File: src/annexb_nal_unit_splitter_assert.svh
// Assertion macros for the Annex B unit splitter.
// Both macros sample on the rising edge of clk and are off while arst_n is low.
`ifndef ANNEXB_NAL_UNIT_SPLITTER_ASSERT_SVH
`define ANNEXB_NAL_UNIT_SPLITTER_ASSERT_SVH

`ifndef NO_ASSERTIONS

// The property must hold at every edge.
`define ANXS_ASSERT(lbl, prop, msg) \
	lbl: assert property (@(posedge clk) disable iff (!arst_n) (prop)) else $error(msg);

// The condition must never be seen.
`define ANXS_NEVER(lbl, cond, msg) \
	lbl: assert property (@(posedge clk) disable iff (!arst_n) !(cond)) else $error(msg);

`else

`define ANXS_ASSERT(lbl, prop, msg)
`define ANXS_NEVER(lbl, cond, msg)

`endif

`endif

File: src/anxs_pkg.sv
package anxs_pkg;

	// Offsets and lengths saturate at this width.
	localparam int OFFSET_BITS = 24;
	// A byte position holds up to 2^OFFSET_BITS, so it needs one more bit.
	localparam int POS_W = OFFSET_BITS + 1;
	// Offset and length fields on the result port.
	localparam int FIELD_W = 24;

	typedef logic [POS_W-1:0] pos_t;
	typedef logic [POS_W:0] posx_t;

	localparam posx_t OFF_MAX = posx_t'((64'd1 << OFFSET_BITS) - 64'd1);
	localparam pos_t POS_CAP = pos_t'(64'd1 << OFFSET_BITS);

	// Result queue depth; one item can add up to three results.
	localparam int FIFO_DEPTH = 8;
	localparam int PTR_W = $clog2(FIFO_DEPTH);
	localparam int LVL_W = PTR_W + 1;
	localparam int SLOTS = 3;

	// Configuration register indexes.
	localparam int CFG_IDX_W = 1;
	localparam logic [CFG_IDX_W-1:0] CFG_CODEC = 1'd0;
	localparam logic [CFG_IDX_W-1:0] CFG_MAX_UNITS = 1'd1;
	localparam int CFG_DATA_W = 8;

	// Unit type codes.
	typedef logic [2:0] utype_t;
	localparam utype_t UT_UNKNOWN = 3'd0;
	localparam utype_t UT_VPS = 3'd1;
	localparam utype_t UT_SPS = 3'd2;
	localparam utype_t UT_PPS = 3'd3;
	localparam utype_t UT_IFRAME = 3'd4;
	localparam utype_t UT_PFRAME = 3'd5;

	// Record kinds.
	localparam logic REC_UNIT = 1'b0;
	localparam logic REC_SUMMARY = 1'b1;

	// Start code tail byte and per-codec type values.
	localparam logic [7:0] SC_LAST = 8'h01;
	localparam logic [4:0] H264_SPS = 5'h07;
	localparam logic [4:0] H264_PPS = 5'h08;
	localparam logic [4:0] H264_IDR = 5'h05;
	localparam logic [4:0] H264_NON_IDR = 5'h01;
	localparam logic [5:0] H265_VPS = 6'h20;
	localparam logic [5:0] H265_SPS = 6'h21;
	localparam logic [5:0] H265_PPS = 6'h22;
	localparam logic [5:0] H265_IDR = 6'h13;
	localparam logic [5:0] H265_TRAIL = 6'h01;

	typedef struct packed {
		logic record_kind;
		logic [7:0] unit_index;
		utype_t unit_type;
		logic first_of_type;
		logic [FIELD_W-1:0] start_offset;
		logic [FIELD_W-1:0] length_with_code;
		logic [FIELD_W-1:0] length_without_code;
		logic [7:0] unit_count;
		logic [4:0] types_present;
		logic last_result;
	} rec_t;

	// Results of one item, in delivery order; a slot is pushed when its valid bit is set.
	typedef struct packed {
		logic [SLOTS-1:0] vld;
		rec_t [SLOTS-1:0] rec;
	} push_t;

	// Type of the unit whose first payload byte is b.
	function automatic utype_t classify(logic [7:0] b, logic is_h264);
		utype_t t;
		t = UT_UNKNOWN;
		if (is_h264) begin
			unique case (b[4:0])
				H264_SPS: t = UT_SPS;
				H264_PPS: t = UT_PPS;
				H264_IDR: t = UT_IFRAME;
				H264_NON_IDR: t = UT_PFRAME;
				default: t = UT_UNKNOWN;
			endcase
		end else begin
			unique case (b[6:1])
				H265_VPS: t = UT_VPS;
				H265_SPS: t = UT_SPS;
				H265_PPS: t = UT_PPS;
				H265_IDR: t = UT_IFRAME;
				H265_TRAIL: t = UT_PFRAME;
				default: t = UT_UNKNOWN;
			endcase
		end
		return t;
	endfunction

	// Saturate at the offset limit, then fit the field.
	function automatic logic [FIELD_W-1:0] sat_field(posx_t v);
		posx_t s;
		logic [63:0] w;
		s = (v > OFF_MAX) ? OFF_MAX : v;
		w = 64'(s);
		return w[FIELD_W-1:0];
	endfunction

	// Record of a unit whose payload starts at off and whose body ends at end_pos.
	function automatic rec_t unit_rec(pos_t off, pos_t end_pos, logic [7:0] idx,
			utype_t t, logic first);
		pos_t body;
		pos_t start;
		posx_t lw;
		rec_t r;
		body = (end_pos >= off) ? (end_pos - off) : '0;
		start = (off >= pos_t'(4)) ? (off - pos_t'(4)) : '0;
		lw = {1'b0, body} + posx_t'(4);
		r = '0;
		r.record_kind = REC_UNIT;
		r.unit_index = idx;
		r.unit_type = t;
		r.first_of_type = first;
		r.start_offset = sat_field({1'b0, start});
		r.length_with_code = sat_field(lw);
		r.length_without_code = sat_field({1'b0, body});
		return r;
	endfunction

endpackage

File: src/anxs_core.sv
module anxs_core
	import anxs_pkg::*;
(
	input logic clk,
	input logic arst_n,
	input logic cfg_write,
	input logic [CFG_IDX_W-1:0] cfg_index,
	input logic [CFG_DATA_W-1:0] cfg_data,
	input logic step,
	input logic [7:0] byte_s1,
	input logic last_s1,
	output push_t push
);

	logic codec_is_h264_q;
	logic [7:0] max_units_q;

	pos_t pos_q;
	logic [23:0] recent_q;
	logic pending_q;
	logic stopped_q;
	logic [7:0] units_q;
	pos_t open_off_q;
	utype_t open_type_q;
	logic open_first_q;
	logic [4:0] seen_q;

	utype_t t_new;
	logic take;
	logic set_pending;
	logic [4:0] type_bit;
	pos_t open_off_d;
	utype_t open_type_d;
	logic open_first_d;
	logic [4:0] seen_d;
	logic [7:0] units_d;
	pos_t prev_end;
	posx_t pos_inc;
	pos_t last_end;
	rec_t sum_rec;

	// Configuration registers.
	always_ff @(posedge clk or negedge arst_n) begin
		if (!arst_n) begin
			codec_is_h264_q <= 1'b1;
			max_units_q <= 8'd16;
		end else if (cfg_write) begin
			unique case (cfg_index)
				CFG_CODEC: codec_is_h264_q <= cfg_data[0];
				CFG_MAX_UNITS: max_units_q <= cfg_data;
			endcase
		end
	end

	// Next state of the open unit when a start code's payload byte arrives.
	always_comb begin
		t_new = classify(byte_s1, codec_is_h264_q);
		take = pending_q && (units_q < max_units_q);
		type_bit = (t_new != UT_UNKNOWN) ? (5'd1 << (t_new - utype_t'(1))) : 5'd0;
		open_off_d = open_off_q;
		open_type_d = open_type_q;
		open_first_d = open_first_q;
		seen_d = seen_q;
		units_d = units_q;
		if (take) begin
			open_off_d = pos_q;
			open_type_d = t_new;
			open_first_d = (t_new != UT_UNKNOWN) && ((seen_q & type_bit) == 5'd0);
			seen_d = seen_q | type_bit;
			units_d = units_q + 8'd1;
		end
		set_pending = !pending_q && !stopped_q && (byte_s1 == SC_LAST) && (recent_q == 24'd0)
			&& (pos_q >= pos_t'(3)) && !last_s1;
	end

	// Results: the unit closed by a new start code, the unit closed by the
	// buffer end, and the buffer summary.
	always_comb begin
		prev_end = (pos_q >= pos_t'(4)) ? (pos_q - pos_t'(4)) : '0;
		pos_inc = {1'b0, pos_q} + posx_t'(1);
		last_end = (pos_inc > {1'b0, POS_CAP}) ? POS_CAP : pos_inc[POS_W-1:0];

		push.rec[0] = unit_rec(open_off_q, prev_end, units_q - 8'd1, open_type_q, open_first_q);
		push.rec[0].last_result = !last_s1;
		push.rec[1] = unit_rec(open_off_d, last_end, units_d - 8'd1, open_type_d, open_first_d);
		push.rec[1].last_result = !last_s1;

		sum_rec = '0;
		sum_rec.record_kind = REC_SUMMARY;
		sum_rec.unit_count = units_d;
		sum_rec.types_present = seen_d;
		sum_rec.last_result = 1'b1;
		push.rec[2] = sum_rec;

		push.vld[0] = step && take && (units_q != 8'd0);
		push.vld[1] = step && last_s1 && (units_d != 8'd0);
		push.vld[2] = step && last_s1;
	end

	// Scan state; the buffer's last byte clears it.
	always_ff @(posedge clk or negedge arst_n) begin
		if (!arst_n) begin
			pos_q <= '0;
			recent_q <= '0;
			pending_q <= 1'b0;
			stopped_q <= 1'b0;
			units_q <= '0;
			open_off_q <= '0;
			open_type_q <= UT_UNKNOWN;
			open_first_q <= 1'b0;
			seen_q <= '0;
		end else if (step) begin
			if (last_s1) begin
				pos_q <= '0;
				recent_q <= '0;
				pending_q <= 1'b0;
				stopped_q <= 1'b0;
				units_q <= '0;
				open_off_q <= '0;
				open_type_q <= UT_UNKNOWN;
				open_first_q <= 1'b0;
				seen_q <= '0;
			end else begin
				pos_q <= last_end;
				recent_q <= {recent_q[15:0], byte_s1};
				pending_q <= set_pending;
				stopped_q <= stopped_q || (pending_q && !take);
				units_q <= units_d;
				open_off_q <= open_off_d;
				open_type_q <= open_type_d;
				open_first_q <= open_first_d;
				seen_q <= seen_d;
			end
		end
	end

endmodule

File: src/anxs_fifo.sv
module anxs_fifo
	import anxs_pkg::*;
(
	input logic clk,
	input logic arst_n,
	input push_t push,
	input logic pop,
	output rec_t head,
	output logic not_empty,
	output logic [LVL_W-1:0] level
);

	rec_t mem [FIFO_DEPTH];
	logic [PTR_W-1:0] wr_q;
	logic [PTR_W-1:0] rd_q;
	logic [LVL_W-1:0] level_q;
	logic [PTR_W-1:0] wp1;
	logic [PTR_W-1:0] wp2;
	logic [LVL_W-1:0] n_push;
	logic do_pop;

	// Valid slots go to consecutive entries.
	always_comb begin
		wp1 = wr_q + PTR_W'(push.vld[0]);
		wp2 = wp1 + PTR_W'(push.vld[1]);
		n_push = LVL_W'(push.vld[0]) + LVL_W'(push.vld[1]) + LVL_W'(push.vld[2]);
		do_pop = pop && (level_q != '0);
	end

	// Storage.
	always_ff @(posedge clk) begin
		if (push.vld[0]) begin
			mem[wr_q] <= push.rec[0];
		end
		if (push.vld[1]) begin
			mem[wp1] <= push.rec[1];
		end
		if (push.vld[2]) begin
			mem[wp2] <= push.rec[2];
		end
	end

	// Pointers and fill level.
	always_ff @(posedge clk or negedge arst_n) begin
		if (!arst_n) begin
			wr_q <= '0;
			rd_q <= '0;
			level_q <= '0;
		end else begin
			wr_q <= wr_q + PTR_W'(n_push);
			rd_q <= rd_q + PTR_W'(do_pop);
			level_q <= level_q + n_push - LVL_W'(do_pop);
		end
	end

	assign head = mem[rd_q];
	assign not_empty = (level_q != '0);
	assign level = level_q;

endmodule

File: src/annexb_nal_unit_splitter.sv
// Annex B start code scanner: one buffer byte per item on the input channel
// (data_byte, last_byte with in_valid / in_stall), result records on the
// output channel (out_valid / out_stall). A record is either a unit record
// (index, type, first-of-type mark, start code offset, both lengths) or the
// buffer summary that follows the buffer's last byte.
// Configuration: cfg_write with cfg_index 0 sets codec_is_h264 from
// cfg_data[0], index 1 sets max_units. Write only while the block is idle.
// Records: a byte's records are written to the result queue when the scan
// stage steps, and the first is offered once stored; further records follow
// one per cycle while out_stall is low, in order.
// Throughput: one byte per clock while the eight-entry result queue holds no
// more than five records; the single scan stage advances only when three
// entries are free. A byte yields up to three records, so a byte that closes
// a buffer or a unit can hold the input until they drain.
// Reset clears the scan state, empties the queue and sets codec_is_h264 to 1
// and max_units to 16. When the receiver stalls, the head record stays on
// the output; the queue fills and then the input stalls too.
`include "annexb_nal_unit_splitter_assert.svh"

module annexb_nal_unit_splitter
	import anxs_pkg::*;
(
	input logic clk,
	input logic arst_n,
	input logic cfg_write,
	input logic [CFG_IDX_W-1:0] cfg_index,
	input logic [CFG_DATA_W-1:0] cfg_data,
	input logic in_valid,
	output logic in_stall,
	input logic [7:0] data_byte,
	input logic last_byte,
	output logic out_valid,
	input logic out_stall,
	output logic record_kind,
	output logic [7:0] unit_index,
	output logic [2:0] unit_type,
	output logic first_of_type,
	output logic [FIELD_W-1:0] start_offset,
	output logic [FIELD_W-1:0] length_with_code,
	output logic [FIELD_W-1:0] length_without_code,
	output logic [7:0] unit_count,
	output logic [4:0] types_present,
	output logic last_result
);

	logic valid_s1;
	logic [7:0] byte_s1;
	logic last_s1;
	logic step;
	logic accept;
	push_t push;
	rec_t head;
	logic [LVL_W-1:0] level;

	// The scan stage moves when the queue can take a full burst of results.
	assign step = valid_s1 && (level <= LVL_W'(FIFO_DEPTH - SLOTS));
	assign in_stall = valid_s1 && !step;
	assign accept = in_valid && !in_stall;

	// Input register.
	always_ff @(posedge clk or negedge arst_n) begin
		if (!arst_n) begin
			valid_s1 <= 1'b0;
		end else if (accept) begin
			valid_s1 <= 1'b1;
		end else if (step) begin
			valid_s1 <= 1'b0;
		end
	end

	always_ff @(posedge clk) begin
		if (accept) begin
			byte_s1 <= data_byte;
			last_s1 <= last_byte;
		end
	end

	anxs_core u_core (
		.clk(clk),
		.arst_n(arst_n),
		.cfg_write(cfg_write),
		.cfg_index(cfg_index),
		.cfg_data(cfg_data),
		.step(step),
		.byte_s1(byte_s1),
		.last_s1(last_s1),
		.push(push)
	);

	anxs_fifo u_fifo (
		.clk(clk),
		.arst_n(arst_n),
		.push(push),
		.pop(!out_stall),
		.head(head),
		.not_empty(out_valid),
		.level(level)
	);

	assign record_kind = head.record_kind;
	assign unit_index = head.unit_index;
	assign unit_type = head.unit_type;
	assign first_of_type = head.first_of_type;
	assign start_offset = head.start_offset;
	assign length_with_code = head.length_with_code;
	assign length_without_code = head.length_without_code;
	assign unit_count = head.unit_count;
	assign types_present = head.types_present;
	assign last_result = head.last_result;

	// The queue never holds more than its depth.
	`ANXS_ASSERT(a_level_bound, level <= LVL_W'(FIFO_DEPTH), "result queue overflow")
	// A buffer's last byte always closes with a summary record.
	`ANXS_ASSERT(a_summary_push, (step && last_s1) |-> push.vld[2], "missing buffer summary")
	// After a last byte is scanned a record is offered.
	`ANXS_ASSERT(a_out_after_last, (step && last_s1) |=> out_valid, "no record after buffer end")
	// A unit closed by the buffer end is never pushed without its summary.
	`ANXS_NEVER(a_unit_without_sum, push.vld[1] && !push.vld[2], "unit record without summary")

endmodule
File: config.mk
export PLATFORM = sky130hd
export DESIGN_NAME = annexb_nal_unit_splitter
export DESIGN_NICKNAME = d
export VERILOG_FILES = /design/src/anxs_pkg.sv /design/src/anxs_core.sv /design/src/anxs_fifo.sv /design/src/annexb_nal_unit_splitter.sv
export VERILOG_INCLUDE_DIRS = /design/src /design/src/src
export SDC_FILE = /design/constraint.sdc
export NUM_CORES = 2
export LEC_CHECK = 0
export BUFFER_PORTS_ARGS = -buffer_cell sky130_fd_sc_hd__buf_2
export CAP_MARGIN = 20
export CORE_ASPECT_RATIO = 0.8
export CORE_MARGIN = 2
export CORE_UTILIZATION = 45
export DETAILED_ROUTE_END_ITERATION = 7
export GPL_ROUTABILITY_DRIVEN = 0
export SYNTH_ARGS = -nofsm -noshare
export SYNTH_HDL_FRONTEND = slang
export SYNTH_SLANG_ARGS = --single-unit
File: constraint.sdc
create_clock -name clk -period 7 [get_ports clk]
set_input_delay 0.7 -clock clk [delete_from_list [all_inputs] [get_ports clk]]
set_output_delay 0.7 -clock clk [all_outputs]
set_load 0.05 [all_outputs]
### Word-level counts from Yosys, hierarchy flattened

Memories as Yosys holds them, arrays and structs flattened.
Index checks and enable logic that the tools add are counted.

* bitwise gates (word level): 3
* magnitude comparators: 15
* muxes and demuxes: 38
* shifts and indexed selects: 1
* add/subtract/negate cells: 20
* equal/unequal tests: 10
* reductions and logical operators: 33

Operators by type and width (number)
* 2-to-1 mux 25 bit: 9
* 2-to-1 mux 24 bit: 7
* greater-than comparator 25 x 24 -> 1 bit (second input constant): 4
* >= comparator 25 x 3 -> 1 bit (second input constant): 3
* subtractor 25 x 3 -> 25 bit (second input constant): 3
* adder 25 x 3 -> 26 bit (second input constant): 2
* greater-than comparator 26 x 24 -> 1 bit (second input constant): 2
* >= comparator 25 bit: 2
* subtractor 25 bit: 2
* adder 25 x 1 -> 26 bit (second input constant): 1
* greater-than comparator 26 x 25 -> 1 bit (second input constant): 1
* >= comparator 25 x 2 -> 1 bit (second input constant): 1
* zero test 24 bit: 1
* == test 6 bit (second input constant): 3
* logical AND 1 bit: 16
* 2-to-1 mux 8 bit: 2
* nonzero test 8 bit: 2
* subtractor 8 x 1 -> 8 bit (second input constant): 2
* 2-to-1 mux 5 bit: 3
* one-hot mux 3 bit (5 select lines): 1
* 2-to-1 mux 1 bit: 12
* one-hot mux 3 bit (4 select lines): 1
* == test 5 x 3 -> 1 bit (second input constant): 2
* adder 3 x 1 -> 3 bit: 3
* 26 further kinds: 35

* flip-flop bits (word level): 122
* RAM bits: 792
* memories kept: 1
* input port bits: 23
* output and inout port bits: 101

Memories
* u_fifo.mem: words 8, bits a word 99, read ports 1, clocked after Yosys merged registers in 0, write ports 3, RTL line anxs_fifo.sv:13 `rec_t mem [FIFO_DEPTH];`

### Logic depth before layout (Yosys ltp)

* depth after elaboration: 11
* depth in mapped cells: 31
* depth with buffers taken out: 26

### By module

A second synthesis with hierarchy kept.

* cells, all modules: 7245
* area total of the unflattened synthesis: 65694.3 um^2

Modules (own cells, without submodules)
* anxs_fifo: instances 1, area an instance 51155.3 um^2, seq. area each 24033.0 um^2, cells each 5262
* anxs_core: instances 1, area an instance 14202.4 um^2, seq. area each 2555.0 um^2, cells each 1966
* annexb_nal_unit_splitter: instances 1, area an instance 336.6 um^2, seq. area each 295.3 um^2, cells each 17

### Least setup slack after synthesis

Ideal clock, no wire load.

* kind: register to register
* from: register u_core.pos_q[0]
* to: memory u_fifo.mem[1][53] in the netlist's numbering
* library setup time: 0.128 ns
* clock period less this slack: 7.317 ns
* arrival: 7.189 ns
* path buffers: 7
* data required time: 6.872 ns
* setup slack: -0.317 ns
* cell stages (with the launch flop): 32
* cell sequence: dfrtp_1 -> ha_1 -> clkbuf_1 -> and3_1 -> and3_1 -> and4_1 -> and3_1 -> nand3_1 -> mux2_2 -> o31a_1 -> clkbuf_1 -> clkbuf_1 -> nor2_1 -> ha_1 -> buf_2 -> nand4_1 -> or4_1 -> o2111ai_1 -> nand2_1 -> and2_1 -> clkbuf_1 -> nor2_1 -> ha_1 -> nand3_1 -> or3_1 -> clkbuf_1 -> or4_1 -> or4_1 -> mux2_4 -> buf_6 -> a21oi_4 -> o22ai_1

RTL lines
* start, declared: RTL line anxs_core.sv:18 `pos_t pos_q;`
* start signal, assigned: RTL line anxs_core.sv:124 `pos_q <= last_end;`
* end, declared: RTL line anxs_fifo.sv:13

==> metrics.cfg <==
[placed_design]
dpl.cell_count = 7295
detailed_place_hpwl_um = 136000
place.port_buffers = 123

[die]
floorplan.rows = 110
die_area_mm2 = 0.117
dieWidth_um = 382
starting_density_of_the_core_pct = 45.5
core_mm2 = 0.113
io-pin-count = 124
fp.dieH_um = 306

[layout]
layout.nets = 6020
areaGrowthSynthToFinish_pct = 13.2
count_of_placed_standard_cells_in_the_final_layout_fillers_left_out = 7495
drive_gt1_share_pct = 17.1
multiInputGateArea_mm2 = 0.0295
final_util_pct = 51.5
num-fill-cells = 10505
register_area_mm2 = 0.0200

[global_route]
grt_usage_pct = 35.3
global_route_wire_length_before_repair_um = 313000
grt_max_degree = 112
grt_overflow_total = 0
first_global_vias = 46619
antenna_violations_before_repair = 9

[min_path]
min_path_type = input port to asynchronous set/reset pin

[yosys]
synth-edff-count = 113
synth_top_cells_by_area = sky130_fd_sc_hd__dfxtp_1 (27%), sky130_fd_sc_hd__mux4_2 (8.7%), sky130_fd_sc_hd__edfxtp_1 (6.6%)
synth-warning-count = 0
ys_types = 86
most_frequent_cell_after_synthesis = sky130_fd_sc_hd__nor2_1
synth_top_cell_area_share_pct = 26.8
synth-seq-area-share_pct = 39.0
syn_nets = 6032
yosys.area.top_type = sky130_fd_sc_hd__dfxtp_1
yosys_most_used_dff = sky130_fd_sc_hd__dfxtp_1
synth_seq_cells = 914
syn-cell-area_mm2 = 0.0513
post_synth_inst_count = 5912
ranking_of_synthesized_cells_by_instance_count = sky130_fd_sc_hd__nor2_1 (827), sky130_fd_sc_hd__dfxtp_1 (688), sky130_fd_sc_hd__nand2_1 (491), sky130_fd_sc_hd__a21oi_1 (468), sky130_fd_sc_hd__clkbuf_1 (450)
async_reset_ff_share_pct = 12.4
post_synth.cell_area_avg_um2 = 8.68

[clocking]
cts.sink_count = 914
cts_root_buffer = sky130_fd_sc_hd__clkbuf_16
cts_hold_repair.buffers = 0
clockBufferDepth = 3
clock_tree_from_tritoncts = done
clock_tree.htree_level_count = 3
path_clk_slew_ns = 0.06
cts_made_buffers = 96
clk-insertion-delay-late_ns = 0.77

[critical_path]
cpPeakStageDelay_ns = 0.55
critical_path_arrival_ns = 7.36
cp_data_required_time_ns = 7.59
timing.critical_path.fanout_max = 15
slowest_stage = sky130_fd_sc_hd__or4b_1
path_class = register to register
cp-start-kind = register
timing.reg2reg.setup_slack_ns = 0.23
worstPathCellList = ha_1, and3_1, and3_2, and4_1, and3_2, xnor2_2, o221ai_1, o31a_1, or2_2, ha_1, fa_1, nor2b_1, o311ai_2, a211oi_1, o21ai_0, nor4_1, nand2_1, or4b_1, or4_1, mux2_4, buf_12, a21oi_4, o22ai_1
critPathCaptureType = register

[power_and_ir_drop]
power_density_relative_to_cell_area_mw_per_mm2 = 562
leakage_nw = 21.9
worst_ir_drop_vdd_mv = 1.32
total_power_mw = 32.7

[sta]
fmax_mhz = 148
timing.setup.tns_ns = 0
worst_slew_pin_slew_ns = 1.23
hold_viol_final = 0
setup_violations = 0
whs_ns = 0.0957
timing.final.crit_period_ns = 6.77
timing.slew.headroom_pct = 18.3
fin_max_slew_vios = 0
final.period_utilization_pct = 96.7
fin_skew_ns = 0.0763

[run_status]
status = finished, violations left
violations = design-rule violations

[routing]
first_pass_iters = 8
num_vias = 50354
ant_nets = 0
drt_drc_violations_left = 4
viasPerCell = 6.72
detail_route.wl_per_cell_um = 28.5
detail_route.iter0.violations = 7763
routed_wl_um = 214000

[job]
timing.max_cap.violations = 0

==> worst paths after layout <==
check                                  start                  end  cells past startpoint
max                          u_core.pos_q[0]    u_fifo.mem[5][47]                     23
min                                   arst_n  u_core.recent_q[20]                      1
max reg2reg                  u_core.pos_q[0]    u_fifo.mem[5][47]                     23
min reg2reg                u_fifo.mem[2][98]    u_fifo.mem[2][98]                      2
max in group asynchronous             arst_n     u_core.pos_q[11]                      2
min in group clk                data_byte[6]           byte_s1[6]                      1
==> cells by family (layout without fill, tap and decap cells) <==
| family | after synthesis | in the layout | synth area share (%) |
|---|---|---|---|
| AOI/OAI and AO/OA | 1802 | 1802 | 21.8 |
| xor gates and xnor gates | 172 | 172 | 2.95 |
| adders and majority gates | 97 | 97 | 2.44 |
| buffers and inverters | 602 | 668 | 4.49 |
| DFF | 914 | 914 | 39.0 |
| muxes | 380 | 381 | 12.5 |
| other | 0 | 3 | 0 |
| and+or+nand+nor | 1945 | 1946 | 16.8 |
==> placed cells by master (no fill, tap or decap), types with 18 or more instances in the layout <==
master / count
sky130_fd_sc_hd__dfrtp_1: 107
sky130_fd_sc_hd__xnor2_1: 101
sky130_fd_sc_hd__buf_4: 271
sky130_fd_sc_hd__o211ai_1: 47
sky130_fd_sc_hd__a21oi_1: 462
sky130_fd_sc_hd__buf_2: 122
sky130_fd_sc_hd__o21ai_0: 324
sky130_fd_sc_hd__nor2_1: 807
sky130_fd_sc_hd__and2_1: 25
sky130_fd_sc_hd__clkbuf_1: 22
sky130_fd_sc_hd__a21o_1: 31
sky130_fd_sc_hd__and3_1: 25
sky130_fd_sc_hd__mux2i_1: 70
sky130_fd_sc_hd__xor2_1: 68
sky130_fd_sc_hd__o22ai_1: 348
sky130_fd_sc_hd__nor2_4: 25
sky130_fd_sc_hd__nand2b_1: 27
sky130_fd_sc_hd__nand2_1: 481
sky130_fd_sc_hd__nand3_1: 81
sky130_fd_sc_hd__inv_1: 74
sky130_fd_sc_hd__nand4_1: 27
sky130_fd_sc_hd__clkbuf_8: 18
sky130_fd_sc_hd__dfxtp_1: 688
sky130_fd_sc_hd__o21ai_1: 38
sky130_fd_sc_hd__nor3_1: 235
sky130_fd_sc_hd__a211oi_1: 392
sky130_fd_sc_hd__mux2_2: 110
sky130_fd_sc_hd__nand3b_1: 31
sky130_fd_sc_hd__o31ai_1: 29
sky130_fd_sc_hd__clkbuf_16: 99
sky130_fd_sc_hd__nor4_1: 31
sky130_fd_sc_hd__ha_1: 90
sky130_fd_sc_hd__nor3_2: 22
sky130_fd_sc_hd__mux4_2: 198
sky130_fd_sc_hd__edfxtp_1: 113
sky130_fd_sc_hd__or2_2: 20
sky130_fd_sc_hd__or3_1: 21
==> power breakdown <==
part           switching (mW)  internal (mW)
clock                    2.37           3.22
sequential              0.361           5.63
combinational            15.7           5.40
==> per-stage QoR <==
stage	worst slack (ns)	cell area (um2)
floorplan	0.00716	51300
global placement	0.227	54300
detailed placement	0.174	54400
CTS	0.121	57700
global route	-0.0187	58100
finish	0.233	58100
==> sequential cells by signal, indices dropped and copies added, names as in the netlist, 4 cells and up <==
register,cells
u_fifo.level,4
byte_s1,8
u_core.open_off_q,25
u_core.units_q,8
u_fifo.mem,792
u_core.recent_q,24
u_core.pos_q,25
u_core.seen_q,5
u_core.max_units_q,8
==> worst max-delay path: cells and delay by family, from the launching register on <==
kind,cells,cell delay [ns]
and+or+nand+nor,10,3.12
AOI/OAI and AO/OA,7,1.57
adders and majority gates,3,0.82
muxes,1,0.40
DFF,1,0.38
buffers and inverters,1,0.21
xor gates and xnor gates,1,0.17
==> final cells by class <==
cell class                      count  share of cell area, %
Antenna cell                        3                 0.0129
Clock buffer                      140                   4.85
Clock inverter                     38                  0.972
Inverter                           77                  0.498
Multi-Input combinational cell   4398                   50.8
Sequential cell                   914                   34.5
Tap cell                         1512                   3.26
Timing Repair Buffer              413                   5.18
==> layer usage <==
layer / track usage, % / wire length, um / vias up
met5: 0.123 / 167 / -
met4: 14.9 / 9850 / 22
met3: 11.2 / 28500 / 604
met2: 49.5 / 87100 / 3490
met1: 49.8 / 88200 / 24447
li1: - / - / 21791
==> what timing repair did <==
| item | in CTS | in global routing |
|---|---|---|
| endpoints found under the hold margin | 0 | 0 |
| endpoints found under the setup margin | 0 | 192 |
| buffers inserted | 0 | 11 |
| gates resized for setup | 0 | 41 |
No activity file was read; power rests on OpenSTA's default activity.
